==> config.mk <==
export PLATFORM = sky130hd
export DESIGN_NAME = radio_preset_table
export DESIGN_NICKNAME = d
export VERILOG_FILES = /design/src/design/rpt_pkg.sv /design/src/design/radio_preset_table.sv /design/src/design/rpt_store.sv
export SDC_FILE = /design/constraint.sdc
export NUM_CORES = 1
export LEC_CHECK = 0
export ABC_CLOCK_PERIOD_IN_PS = 8600
export BUFFER_PORTS_ARGS = -buffer_cell sky130_fd_sc_hd__buf_4
export CAP_MARGIN = 20
export CELL_PAD_IN_SITES_DETAIL_PLACEMENT = 1
export CELL_PAD_IN_SITES_GLOBAL_PLACEMENT = 1
export CORE_MARGIN = 3
export CORE_UTILIZATION = 49
export DETAILED_ROUTE_END_ITERATION = 12
export PLACE_DENSITY = 0.71
export SYNTH_ARGS = -nofsm -noshare
export SYNTH_HDL_FRONTEND = slang
export SYNTH_HIERARCHICAL = 1
export SYNTH_SLANG_ARGS = --single-unit
export TNS_END_PERCENT = 20
==> constraint.sdc <==
create_clock -name clk_i -period 8.6 [get_ports clk_i]
set_input_delay 0.43 -clock clk_i [delete_from_list [all_inputs] [get_ports clk_i]]
set_output_delay 0.43 -clock clk_i [all_outputs]
set_load 0.05 [all_outputs]
==> src/design/rpt_pkg.sv <==
// Package for the radio preset table: transaction structs, opcodes,
// sequencer states and band constants. No dependencies.
`timescale 1ns / 1ps

package rpt_pkg;

  // Default table depth
  localparam int unsigned MAX_ENTRIES_DEF = 16;

  // Band limits and rounding, in 10 kHz units
  localparam logic [13:0] BAND_LOW   = 14'd7600;
  localparam logic [13:0] BAND_HIGH  = 14'd10800;
  localparam logic [13:0] ROUND_HALF = 14'd5;
  // floor(x * RECIP_10 / 2**16) == floor(x / 10) for x below about 16000
  localparam logic [12:0] RECIP_10   = 13'd6554;

  // Configuration register indexes
  localparam logic [1:0] CFG_OFFSET_MIN = 2'd0;
  localparam logic [1:0] CFG_OFFSET_MAX = 2'd1;

  localparam logic signed [15:0] OFFSET_MIN_RST = -16'sd600;
  localparam logic signed [15:0] OFFSET_MAX_RST = 16'sd600;

  typedef enum logic [1:0] {
    OP_ADD  = 2'd0,
    OP_NEXT = 2'd1,
    OP_PREV = 2'd2
  } op_e;

  typedef enum logic [2:0] {
    S_IDLE,
    S_NORM,
    S_CALC,
    S_SEARCH,
    S_APPLY,
    S_STEP,
    S_RDSEL,
    S_RESP
  } state_e;

  typedef struct packed {
    logic [1:0]         opcode;
    logic [15:0]        freq_in;
    logic signed [15:0] offset_in;
  } rpt_in_t;

  typedef struct packed {
    logic               ok;
    logic               hit;
    logic [3:0]         sel_index;
    logic [13:0]        sel_freq;
    logic signed [15:0] sel_offset;
    logic [4:0]         entry_count;
    logic               changed;
  } rpt_out_t;

  // One table entry
  typedef struct packed {
    logic [13:0]        freq;
    logic signed [15:0] offset;
  } entry_t;

endpackage

==> src/design/radio_preset_table.sv <==
// Top level of the radio preset table: sequencer, search compare unit,
// config registers and result register. Depends on rpt_pkg and rpt_store.
`timescale 1ns / 1ps
//
// Usage
//   in channel  : in_valid_i/in_ready_o carry one rpt_in_t transaction
//                 (add-or-select, step forward, step backward).
//   out channel : out_valid_o/out_ready_i carry one rpt_out_t per input.
//   cfg channel : cfg_valid_i/cfg_ready_o write offset_min (index 0) or
//                 offset_max (index 1); always ready, other indexes ignored.
// Sequence (accept to result valid)
//   add    : normalise, calculate, search, apply, read select, respond.
//            The table is scanned one entry per cycle through a single
//            comparator on the read port of the store; a hit ends the
//            scan early.
//   step   : step, read select, respond. Unused opcode: read select, respond.
//   The input is accepted again in the cycle after the result is registered;
//   one item is in work at a time.
// Reset: the table is empty, current index 0, offset limits -600/600.
// Stall: the result sits in the output register; the next item is taken
//   and worked on, and its result waits until the register is free.

module radio_preset_table
  import rpt_pkg::*;
#(
  parameter int unsigned MAX_ENTRIES = MAX_ENTRIES_DEF
) (
  input  logic        clk_i,
  input  logic        rst_ni,
  input  logic        in_valid_i,
  output logic        in_ready_o,
  input  rpt_in_t     in_data_i,
  output logic        out_valid_o,
  input  logic        out_ready_i,
  output rpt_out_t    out_data_o,
  input  logic        cfg_valid_i,
  output logic        cfg_ready_o,
  input  logic [1:0]  cfg_index_i,
  input  logic [15:0] cfg_data_i
);

  localparam int unsigned IDX_W = (MAX_ENTRIES > 1) ? $clog2(MAX_ENTRIES) : 1;
  localparam int unsigned CNT_W = $clog2(MAX_ENTRIES + 1);
  localparam logic [CNT_W-1:0] MAX_CNT = CNT_W'(MAX_ENTRIES);

  // Control state
  state_e             state_q, state_d;
  logic [CNT_W-1:0]   count_q, count_d;
  logic [IDX_W-1:0]   cur_q, cur_d;
  logic               out_valid_q, out_valid_d;
  logic               cmp_vld_q, cmp_vld_d;
  logic signed [15:0] off_min_q, off_max_q;

  // Working registers of one transaction
  logic [1:0]         op_q, op_d;
  logic [15:0]        freq_raw_q, freq_raw_d;
  logic signed [15:0] off_raw_q, off_raw_d;
  logic [10:0]        quot_q, quot_d;
  logic [13:0]        freq_q, freq_d;
  logic signed [15:0] off_q, off_d;
  logic [CNT_W-1:0]   ptr_q, ptr_d;
  logic [IDX_W-1:0]   cmp_idx_q, cmp_idx_d;
  logic [IDX_W-1:0]   hit_idx_q, hit_idx_d;
  logic               hit_q, hit_d;
  logic               ok_q, ok_d;
  logic               changed_q, changed_d;
  rpt_out_t           res_q, res_d;

  // Store ports
  logic               mem_we;
  logic [IDX_W-1:0]   mem_waddr;
  entry_t             mem_wdata;
  logic [IDX_W-1:0]   mem_raddr;
  entry_t             mem_rdata;

  // Arithmetic helpers
  logic [13:0]        freq_clamp;
  logic [13:0]        freq_round;
  logic [26:0]        prod;
  logic signed [15:0] off_clamp;

  rpt_store #(
    .DEPTH (MAX_ENTRIES),
    .IDX_W (IDX_W)
  ) u_store (
    .clk_i   (clk_i),
    .we_i    (mem_we),
    .waddr_i (mem_waddr),
    .wdata_i (mem_wdata),
    .raddr_i (mem_raddr),
    .rdata_o (mem_rdata)
  );

  // Band clamp of the raw frequency, add half a step, then divide by ten via reciprocal
  always_comb begin
    if (freq_raw_q < 16'(BAND_LOW)) begin
      freq_clamp = BAND_LOW;
    end else if (freq_raw_q > 16'(BAND_HIGH)) begin
      freq_clamp = BAND_HIGH;
    end else begin
      freq_clamp = freq_raw_q[13:0];
    end
    prod = 27'(freq_clamp + ROUND_HALF) * 27'(RECIP_10);
  end

  // Times ten by shift-add; the result stays inside the band
  assign freq_round = 14'({quot_q, 3'b000}) + 14'({quot_q, 1'b0});

  // Offset clamp, lower limit checked first
  always_comb begin
    if (off_raw_q < off_min_q) begin
      off_clamp = off_min_q;
    end else if (off_raw_q > off_max_q) begin
      off_clamp = off_max_q;
    end else begin
      off_clamp = off_raw_q;
    end
  end

  // Config port
  assign cfg_ready_o = 1'b1;

  always_ff @(posedge clk_i or negedge rst_ni) begin
    if (!rst_ni) begin
      off_min_q <= OFFSET_MIN_RST;
      off_max_q <= OFFSET_MAX_RST;
    end else if (cfg_valid_i) begin
      if (cfg_index_i == CFG_OFFSET_MIN) begin
        off_min_q <= cfg_data_i;
      end
      if (cfg_index_i == CFG_OFFSET_MAX) begin
        off_max_q <= cfg_data_i;
      end
    end
  end

  // Sequencer
  always_comb begin
    state_d     = state_q;
    count_d     = count_q;
    cur_d       = cur_q;
    cmp_vld_d   = cmp_vld_q;
    op_d        = op_q;
    freq_raw_d  = freq_raw_q;
    off_raw_d   = off_raw_q;
    quot_d      = quot_q;
    freq_d      = freq_q;
    off_d       = off_q;
    ptr_d       = ptr_q;
    cmp_idx_d   = cmp_idx_q;
    hit_idx_d   = hit_idx_q;
    hit_d       = hit_q;
    ok_d        = ok_q;
    changed_d   = changed_q;
    res_d       = res_q;
    out_valid_d = out_valid_q & ~out_ready_i;
    mem_we      = 1'b0;
    mem_waddr   = cur_q;
    mem_wdata   = '{freq: freq_q, offset: off_q};
    mem_raddr   = cur_q;
    in_ready_o  = 1'b0;

    case (state_q)
      S_IDLE: begin
        in_ready_o = 1'b1;
        if (in_valid_i) begin
          op_d       = in_data_i.opcode;
          freq_raw_d = in_data_i.freq_in;
          off_raw_d  = in_data_i.offset_in;
          ok_d       = 1'b0;
          hit_d      = 1'b0;
          changed_d  = 1'b0;
          case (in_data_i.opcode)
            OP_ADD:  state_d = S_NORM;
            OP_NEXT: state_d = S_STEP;
            OP_PREV: state_d = S_STEP;
            default: state_d = S_RDSEL;
          endcase
        end
      end

      S_NORM: begin
        quot_d  = prod[26:16];
        state_d = S_CALC;
      end

      S_CALC: begin
        freq_d    = freq_round;
        off_d     = off_clamp;
        ptr_d     = '0;
        cmp_vld_d = 1'b0;
        state_d   = S_SEARCH;
      end

      // One read issued and one compare done per cycle
      S_SEARCH: begin
        mem_raddr = ptr_q[IDX_W-1:0];
        if (cmp_vld_q && (mem_rdata.freq == freq_q)) begin
          hit_d     = 1'b1;
          hit_idx_d = cmp_idx_q;
          changed_d = (mem_rdata.offset != off_q);
          cmp_vld_d = 1'b0;
          state_d   = S_APPLY;
        end else if (ptr_q < count_q) begin
          cmp_vld_d = 1'b1;
          cmp_idx_d = ptr_q[IDX_W-1:0];
          ptr_d     = ptr_q + 1'b1;
        end else if (cmp_vld_q) begin
          cmp_vld_d = 1'b0;
        end else begin
          state_d = S_APPLY;
        end
      end

      S_APPLY: begin
        ok_d = 1'b1;
        if (hit_q) begin
          cur_d     = hit_idx_q;
          mem_waddr = hit_idx_q;
          mem_we    = changed_q;
        end else begin
          changed_d = 1'b1;
          mem_we    = 1'b1;
          if (count_q < MAX_CNT) begin
            mem_waddr = count_q[IDX_W-1:0];
            cur_d     = count_q[IDX_W-1:0];
            count_d   = count_q + 1'b1;
          end
        end
        state_d = S_RDSEL;
      end

      // Wrap the current index inside the filled part of the table
      S_STEP: begin
        if (count_q != '0) begin
          ok_d      = 1'b1;
          changed_d = 1'b1;
          if (op_q == OP_NEXT) begin
            if (CNT_W'(cur_q) + 1'b1 == count_q) begin
              cur_d = '0;
            end else begin
              cur_d = cur_q + 1'b1;
            end
          end else if (cur_q == '0) begin
            cur_d = IDX_W'(count_q - 1'b1);
          end else begin
            cur_d = cur_q - 1'b1;
          end
        end
        state_d = S_RDSEL;
      end

      S_RDSEL: begin
        mem_raddr = cur_q;
        state_d   = S_RESP;
      end

      S_RESP: begin
        mem_raddr = cur_q;
        if (!out_valid_q || out_ready_i) begin
          res_d.ok          = ok_q;
          res_d.hit         = hit_q;
          res_d.sel_index   = 4'(cur_q);
          res_d.entry_count = 5'(count_q);
          res_d.changed     = changed_q;
          if (count_q != '0) begin
            res_d.sel_freq   = mem_rdata.freq;
            res_d.sel_offset = mem_rdata.offset;
          end else begin
            res_d.sel_freq   = '0;
            res_d.sel_offset = '0;
          end
          out_valid_d = 1'b1;
          state_d     = S_IDLE;
        end
      end

      default: begin
        state_d = S_IDLE;
      end
    endcase
  end

  // Control registers
  always_ff @(posedge clk_i or negedge rst_ni) begin
    if (!rst_ni) begin
      state_q     <= S_IDLE;
      count_q     <= '0;
      cur_q       <= '0;
      out_valid_q <= 1'b0;
      cmp_vld_q   <= 1'b0;
    end else begin
      state_q     <= state_d;
      count_q     <= count_d;
      cur_q       <= cur_d;
      out_valid_q <= out_valid_d;
      cmp_vld_q   <= cmp_vld_d;
    end
  end

  // Working and result registers
  always_ff @(posedge clk_i) begin
    op_q       <= op_d;
    freq_raw_q <= freq_raw_d;
    off_raw_q  <= off_raw_d;
    quot_q     <= quot_d;
    freq_q     <= freq_d;
    off_q      <= off_d;
    ptr_q      <= ptr_d;
    cmp_idx_q  <= cmp_idx_d;
    hit_idx_q  <= hit_idx_d;
    hit_q      <= hit_d;
    ok_q       <= ok_d;
    changed_q  <= changed_d;
    res_q      <= res_d;
  end

  assign out_valid_o = out_valid_q;
  assign out_data_o  = res_q;

  // Checks
  a_count_bound: assert property (@(posedge clk_i) disable iff (!rst_ni)
    count_q <= MAX_CNT)
    else $error("entry count above table depth");

  a_cur_in_table: assert property (@(posedge clk_i) disable iff (!rst_ni)
    (count_q != '0) |-> (CNT_W'(cur_q) < count_q))
    else $error("current index outside filled entries");

  a_count_only_apply: assert property (@(posedge clk_i) disable iff (!rst_ni)
    (state_q != S_APPLY) |=> $stable(count_q))
    else $error("entry count changed outside apply step");

  a_result_from_resp: assert property (@(posedge clk_i) disable iff (!rst_ni)
    $rose(out_valid_q) |-> $past(state_q == S_RESP))
    else $error("result raised outside response step");

endmodule

==> src/design/rpt_store.sv <==
// Preset storage: one write port, one registered read port.
// Depends on rpt_pkg for the entry type.
`timescale 1ns / 1ps

module rpt_store
  import rpt_pkg::*;
#(
  parameter int unsigned DEPTH = MAX_ENTRIES_DEF,
  parameter int unsigned IDX_W = (DEPTH > 1) ? $clog2(DEPTH) : 1
) (
  input  logic             clk_i,
  input  logic             we_i,
  input  logic [IDX_W-1:0] waddr_i,
  input  entry_t           wdata_i,
  input  logic [IDX_W-1:0] raddr_i,
  output entry_t           rdata_o
);

  entry_t mem_q [DEPTH];
  entry_t rdata_q;

  // Write port
  always_ff @(posedge clk_i) begin
    if (we_i) begin
      mem_q[waddr_i] <= wdata_i;
    end
  end

  // Registered read port
  always_ff @(posedge clk_i) begin
    rdata_q <= mem_q[raddr_i];
  end

  assign rdata_o = rdata_q;

endmodule

; ---- Word level (Yosys, flattened, before mapping)
; Memories as Yosys holds them, arrays and structs flattened. A register that Yosys moved wholly into a read port is not among the register bits.
; Cells that the tools add are included.
; Widths: inputs -> output; s select.
[totals]
ram_bits = 480
register_bits = 179
mem_count = 1
[memory_table]
columns = memory, depth, width, rd, rd_ports_with_merged_regs, wr, line
row1 = u_store.mem_q, 16, 30, 1, 1, 1, rpt_store.sv:19  ; entry_t mem_q [DEPTH];
[op_classes]
mul = 1
n_eq_ne = 22
n_lt_le_gt_ge = 6
muxes = 40
n_bitwise = 4
n_reduce_logical = 28
n_addsub = 8
[ops]
columns = op, n
row1 = $mux 16, 2
row2 = $mux 4, 8
row3 = $mux 14, 2
row4 = $mul 15x12->26 const B, 1
row5 = $pmux 3 s7, 1
row6 = $gt 16x14->1 const B, 1
row7 = $gt 16x16->1, 1
row8 = $lt 16x13->1 const B, 1
row9 = $lt 16x16->1, 1
row10 = $ne 16x16->1, 1
row11 = $add 14x3->15 const B, 1
row12 = $mux 3, 5
row13 = $reduce_and 3->1, 5
row14 = $add 14x12->14, 1
row15 = $eq 14x14->1, 1
row16 = $mux 1, 13
row17 = $eq 3x3->1 const B, 4
row18 = $ne 2x2->1 const B, 6
row19 = $reduce_and 2->1, 6
row20 = $add 5x1->5 const B, 2
row21 = $mux 5, 2
row22 = $pmux 5 s2, 1
row23 = $pmux 4 s2, 1
row24 = $reduce_and 4->1, 2
row25 = 28 further kinds, 40

; ---- Depth between registers and ports, before layout
; Gate-level depths: netlist of the first run.
[depth]
word_depth = 6
depth_mapped = 29

; ---- Cells and area by module
; The synthesis of the first run kept the hierarchy.
[modules_own_cells]
columns = module, area_each_um2, cells_each, n_inst
row1 = rpt_store, 18940.7, 785, 1
row2 = radio_preset_table, 12253.0, 1090, 1

; ---- Least setup slack after synthesis of the first run
; OpenSTA, ideal clock, no wires.
[synth_timing]
kind = register to register
startpoint = register freq_raw_q[8]
endpoint = register quot_q[7], data pin
period_less_slack_ns = 7.269
setup_ns = 0.261
required_ns = 8.339
path_stages_with_launch = 30
setup_slack_ns = 1.331
t_arrival_ns = 7.008
cell_sequence = edfxtp_1 clkbuf_1 nor4b_1 nand4_1 o221a_2 o21a_1 clkbuf_1 and2_1 ha_1 or2_2 nor2b_1 nand2_1 xor2_1 o21ai_0 ha_1 inv_1 fa_1 inv_1 fa_1 fa_1 inv_1 fa_1 inv_1 ha_1 a21oi_1 nand2_1 and4_1 a211o_4 and4b_1 a311o_1
[synth_between]
elab_chain_len = 5
[synth_rtl]
columns = item, line
row1 = "start, declared", radio_preset_table.sv:56  ; logic [15:0] freq_raw_q, freq_raw_d;
row2 = "start signal, assigned", radio_preset_table.sv:304  ; freq_raw_q <= freq_raw_d;
row3 = $gt 16x14->1, radio_preset_table.sv:98  ; end else if (freq_raw_q > 16'(BAND_HIGH)) begin
row4 = $mux 14, radio_preset_table.sv:98
row5 = $mux 14 (*), radio_preset_table.sv:96  ; if (freq_raw_q < 16'(BAND_LOW)) begin
row6 = $add 14x3->15 (*), radio_preset_table.sv:103  ; prod = 27'(freq_clamp + ROUND_HALF) * 27'(RECIP_10);
row7 = $mul 15x12->26 (*), radio_preset_table.sv:103
row8 = named net prod[23], radio_preset_table.sv:79  ; logic [26:0] prod;
row9 = "end signal, assigned", radio_preset_table.sv:306  ; quot_q <= quot_d;
row10 = "end, declared", radio_preset_table.sv:58  ; logic [10:0] quot_q, quot_d;
; Mark *: on every way through the listed nets, which the timed path passes. The rest lies on a longest branch.
; A chain may end at the register's enable or synchronous reset.

; ---- Worst setup path in the final report of the first run
; Same ends and word-level chain as after synthesis.

==> results.yml, run 1 <==
outcome:
  status: "completed"
worst_hold_path:
  worstHoldStart: "cfg_data_i[10]"
  holdPathStages: 3
  whs_endpoint: "off_min_q[10]"
  hold_path_class: "in -> reg"
setup_path:
  r2r_end: "quot_q[7]"
  path_max_fanout: 13
  slowest_delay_ns: 0.53
  critical_path_required_ns: 8.95
  r2r-start: "freq_raw_q[8]"
  crit_top_cell: "inv_1"
  end_kind: "flip-flop"
  start_kind: "flip-flop"
  slowest_stage: "fa_1"
  crit_arrival_ns: 8.35
  rrSetupSlack_ns: 0.60
  worstRegToRegCells: 28
  path_class: "reg -> reg"
global_routing:
  grt_max_degree: 121
  grt_overflow: 0
  antenna_found_initial: 3
  first_global_vias: 18500
  track_usage: 0.230
  grt_pass1_wl_um: 115000
flow_run:
  drv_cap: 0
timing:
  finalSetupTns_ns: 0
  hold_viol: 0
  setup_viol: 0
  finalClockSkew_ns: 0.0210
  slew_viol_final: 0
  fin_crit_ns: 8.00
  slew_headroom: 0.295
  fmax_mhz: 125
  period_share: 0.930
  worst_pin_slew_ns: 1.05
  rsz0062_at_grt: "no"
clocking:
  cts_setup_buffers: 0
  clock-sinks: 688
  cts_root_buf: "clkbuf_16"
  path_clk_slew_ns: 0.06
  h-tree-depth: 3
  cts-buffers-inserted: 72
  clock_latency_ns: 0.62
  clockBufferDepth: 3
  cts_tree: "done"
layout:
  synthToLayoutAreaGrowth_pct: 14.0
  final_nets: 2323
  final_core_util: 0.570
  mostFrequentLayoutCells: "edfxtp_1 (612), inv_1 (154), ha_1 (148)"
  mostFrequentLayoutCell: "edfxtp_1"
  antenna_cells: 0
  drive_gt1_frac: 0.171
  fill_cells: 5799
power:
  finalPower_uw: 12100
  leakage_uw: 0.0132
  p_per_area_nw_per_um2: 340
  max-vdd-ir-drop_uv: 493
routing:
  drt_first_pass_iters: 5
  antenna_left: 0
  drt_iter0_markers: 1259
  wl_per_cell_um: 25.4
  viasPerCell: 5.74
  drc: 0
  vias: 17000
  wirelength_um: 75500
floorplanning:
  pin_count: 102
  core-area_sq_um: 62400
  die_w_um: 258
  start_util: 0.500
  die_y_um: 258
  dieArea_sq_um: 66700
  num_rows: 91
logic_synthesis:
  ys_types: 75
  netlist_area_sq_um: 31200
  synth-main-ff-cell: "edfxtp_1"
  ys_seq_area_frac: 0.646
  syn_area_per_cell_sq_um: 16.6
  ys_ff_latch: 688
  yosys_warnings: 6
  synth-edff-count: 612
  netlist_instances: 1875
  synthArstFlopShare: 0.0669
placement:
  place.gp.congestion: 0.849
  dp_hpwl_um: 46600
  io_buffers: 100
per-layer routing:
metal	vias up	global-route usage	routed length, um
met5	-	0	3
met4	2	0.0554	1350
met3	99	0.0384	4010
met2	451	0.406	39300
met1	8913	0.299	30800
li1	7562	-	-
synthesized netlist by cell type (all sizes together), types with 9 or more instances:
| library cell | count | area (sq um) |
|---|---|---|
| ha | 148 | 1850 |
| xor2 | 35 | 307 |
| dfxtp | 30 | 601 |
| nand2 | 104 | 390 |
| nor2b | 39 | 244 |
| a21o | 18 | 136 |
| a22oi | 60 | 450 |
| nand4 | 14 | 87.6 |
| mux4 | 120 | 2910 |
| nand3 | 13 | 65.1 |
| nor2 | 49 | 184 |
| a21oi | 41 | 205 |
| xnor2 | 48 | 420 |
| clkbuf | 36 | 135 |
| mux2 | 17 | 191 |
| fa | 48 | 961 |
| o21ai | 46 | 241 |
| nand2b | 16 | 100 |
| dfstp | 14 | 368 |
| inv | 154 | 578 |
| dfrtp | 32 | 801 |
| edfxtp | 612 | 18400 |
| nor3 | 9 | 45.0 |
| buf | 29 | 315 |
| mux2i | 39 | 403 |
sequential cells by signal, summed over array words and instances (netlist names):
register	flops
changed_q	1
cmp_idx_q	4
cmp_vld_q	1
count_q	5
cur_q	4
freq_q	13
freq_raw_q	16
hit_idx_q	4
hit_q	1
off_max_q	16
off_min_q	16
off_q	16
off_raw_q	16
ok_q	1
op_q	2
out_data_o	42
out_valid_o	1
ptr_q	5
quot_q	11
state_q	3
u_store/mem_q	480
u_store/rdata_o	30
logic make-up after synthesis:
group                    after synthesis  synth area share
multiplexers                         176             0.112
adder cells (fa/ha/maj)              196            0.0902
AND/OR/NAND/NOR                      285            0.0449
other                                  2          0.000241
flip-flops                           688             0.646
XOR/XNOR                              83            0.0233
AO/OA/AOI/OAI                        225            0.0503
buffers and inverters                220            0.0331
power breakdown:
| group | switching, uW | internal, uW |
|---|---|---|
| logic | 2570 | 1830 |
| registers | 431 | 4350 |
| clock network | 1290 | 1620 |
worst max-delay path by stage:
stage	start	endpoint	slack (ns)	depth (start not counted)
global route	freq_raw_q[8]	quot_q[7]	0.15	26
floorplan	freq_raw_q[8]	quot_q[7]	1.33	29
global placement	freq_raw_q[8]	quot_q[7]	0.96	27
CTS	freq_raw_q[8]	quot_q[7]	0.55	28
detailed placement	freq_raw_q[8]	quot_q[7]	0.57	28
finish	freq_raw_q[8]	quot_q[7]	0.60	28
final cells by class:
type,instances,area [sq um],share of cell area
clock inverter,36,241,0.00679
clock buffer,97,1930,0.0542
multi-input combinational,988,10300,0.289
sequential,688,20100,0.566
timing repair buffer,165,1340,0.0377
inverter,155,582,0.0164
tap,837,1050,0.0294
what timing repair did:
item | CTS | global route
resized for setup | 0 | 0
hold buffers | 35 | 0
hold endpoints to repair | 66 | 0
per-stage QoR:
stage                     cell area (sq um)  hold slack [ns]  worst slack (ns)  instances
after floorplan                       31300            0.134              1.33       1896
after global placement                33000            0.404             0.956       2797
after detailed placement              33000            0.408             0.565       2798
after CTS                             35600          0.00763             0.550       2966
after global routing                  35600           0.0224             0.147       2966
final                                 35600           0.0368             0.601       2966
worst max-delay path, delay by kind of cell, from the launching register on:
| kind | cells | cell delay (ns) |
|---|---|---|
| fa+ha+maj | 7 | 2.99 |
| simple gates | 9 | 1.91 |
| compound gates | 6 | 1.82 |
| flops | 1 | 0.52 |
| buf+inv | 5 | 0.29 |
| xor+xnor | 1 | 0.17 |
Power figures use the tool's default switching activity.
==> inputs of run 2 (changes only) <==
--- a/config.mk
+++ b/config.mk
@@ -10,6 +10,7 @@
 export CAP_MARGIN = 20
 export CELL_PAD_IN_SITES_DETAIL_PLACEMENT = 1
 export CELL_PAD_IN_SITES_GLOBAL_PLACEMENT = 1
+export CORE_ASPECT_RATIO = 2
 export CORE_MARGIN = 3
 export CORE_UTILIZATION = 49
 export DETAILED_ROUTE_END_ITERATION = 12
==> results.yml, run 2 (synthesized netlist as in run 1, its figures left out) <==
clocking:
  cts_tree: "done"
  clock-sinks: 688
  cts_root_buf: "clkbuf_16"
  clock_latency_ns: 0.63
  path_clk_slew_ns: 0.07
  cts-buffers-inserted: 58
  cts_resized: 0
  h-tree-depth: 2
  postCtsHoldBufs: 25
  cts_setup_buffers: 0
  clockBufferDepth: 3
setup_path:
  rrSetupSlack_ns: 0.76
  slowest_delay_ns: 0.53
  worstRegToRegCells: 28
  start_kind: "flip-flop"
  slowest_stage: "fa_1"
  critical_path_required_ns: 8.96
  crit_top_cell: "inv_1"
  r2r-start: "freq_raw_q[8]"
  path_class: "reg -> reg"
  end_kind: "flip-flop"
  path_max_fanout: 13
  crit_arrival_ns: 8.19
  r2r_end: "quot_q[7]"
timing:
  hold_ws_ns: 0.0322
  fmax_mhz: 128
  slew_headroom: 0.316
  slew_viol_final: 0
  finalClockSkew_ns: 0.0332
  hold_viol: 0
  worst_pin_slew_ns: 1.02
  fin_crit_ns: 7.84
  rsz0062_at_grt: "no"
  finalSetupTns_ns: 0
  setup_viol: 0
  period_share: 0.912
layout:
  antenna_cells: 0
  drive_gt1_frac: 0.174
  mostFrequentLayoutCells: "edfxtp_1 (612), inv_1 (154), ha_1 (148)"
  mostFrequentLayoutCell: "edfxtp_1"
  fill_cells: 5755
  regArea_sq_um: 20100
  top_register: "u_store/mem_q"
  multiInputGateArea_sq_um: 10300
  final_nets: 2299
  largest_reg_flops: 480
  synthToLayoutAreaGrowth_pct: 13.4
placement:
  place.gp.congestion: 0.805
  dp_hpwl_um: 48700
  io_buffers: 100
floorplanning:
  core-area_sq_um: 62900
  pin_count: 102
  num_rows: 130
  dieArea_sq_um: 66900
  die_w_um: 184
  die_y_um: 363
  start_util: 0.496
routing:
  drc: 0
  drt_first_pass_iters: 5
  drt_iter0_markers: 1113
  wl_per_cell_um: 26.1
  viasPerCell: 5.83
  wirelength_um: 75400
  vias: 16900
  antenna_left: 0
power:
  leakage_uw: 0.0132
  max-vdd-ir-drop_uv: 342
  p_per_area_nw_per_um2: 341
worst_hold_path:
  worstHoldStart: "in_data_i[21]"
  hold_path_class: "in -> reg"
  holdPathStages: 1
  whs_endpoint: "freq_raw_q[5]"
global_routing:
  grt_overflow: 0
  grt_pass1_wl_um: 115000
  track_usage: 0.230
  antenna_found_initial: 0
  first_global_vias: 19100
  grt_max_degree: 121
flow_run:
  drv_cap: 0
outcome:
  status: "completed"
## run 2: cell types whose count changed in the layout (fill, tap and decap cells not counted), moves of 2 or more
cell	before	now
clkbuf_1	23	8
bufinv_16	1	14
nor2_2	0	2
clkbuf_8	1	3
nor2_4	15	13
dlygate4sd3_1	35	25
nor2b_2	0	2
clkbuf_16	73	59
inv_6	4	0
nor2b_4	2	0
clkinv_1	18	9
clkinv_2	9	13
## run 2: through the flow
step	utilization	cells	setup slack [ns]	power, uW	instance area, sq um
global placement	0.524	2752	0.977	9050	33000
detailed placement	0.524	2752	0.771	9240	33000
finish	0.562	2888	0.761	12100	35400
global route	0.562	2888	0.215	12700	35400
floorplan	-	1896	1.33	7970	31300
CTS	0.562	2887	0.734	12200	35400
## run 2: worst max-delay path, delay by kind of cell, from the launching register on
kind / cells / cell delay [ns]
fa+ha+maj: 7 / 2.99
buf+inv: 5 / 0.30
simple gates: 9 / 1.82
xor+xnor: 1 / 0.18
compound gates: 6 / 1.80
flops: 1 / 0.50
## run 2: power by group
part           total (uW)  internal (uW)  leakage [uW]  switching [uW]
Combinational        4370           1820       0.00578            2550
Clock                2930           1710       0.00105            1220
Sequential           4760           4350       0.00632             413
Total               12100           7880        0.0132            4180
## run 2: routing by layer
layer / vias up / GRT usage / part of all wire
met5: - / 0 / 0
met4: 0 / 0.0884 / 0.040
met3: 143 / 0.0239 / 0.036
met2: 423 / 0.444 / 0.57
met1: 8808 / 0.257 / 0.36
li1: 7477 / - / -
## run 2: final cells by class
cell class | count | area share
inverters | 155 | 0.0164
multi-input cells | 988 | 0.290
clock inverters | 40 | 0.0169
repair buffers | 155 | 0.0355
well taps | 792 | 0.0280
clock buffers | 70 | 0.0437
flip-flops and latches | 688 | 0.569
## run 2: how the worst max path moves through the flow
stage	slack, ns	endpoint	cells past startpoint	start
2_1_floorplan	1.33	quot_q[7]	29	freq_raw_q[8]
3_3_place_gp	0.98	quot_q[7]	28	freq_raw_q[8]
3_5_place_dp	0.77	quot_q[7]	28	freq_raw_q[8]
4_1_cts	0.73	quot_q[7]	28	freq_raw_q[8]
5_1_grt	0.21	quot_q[7]	28	freq_raw_q[8]
6_report	0.76	quot_q[7]	28	freq_raw_q[8]
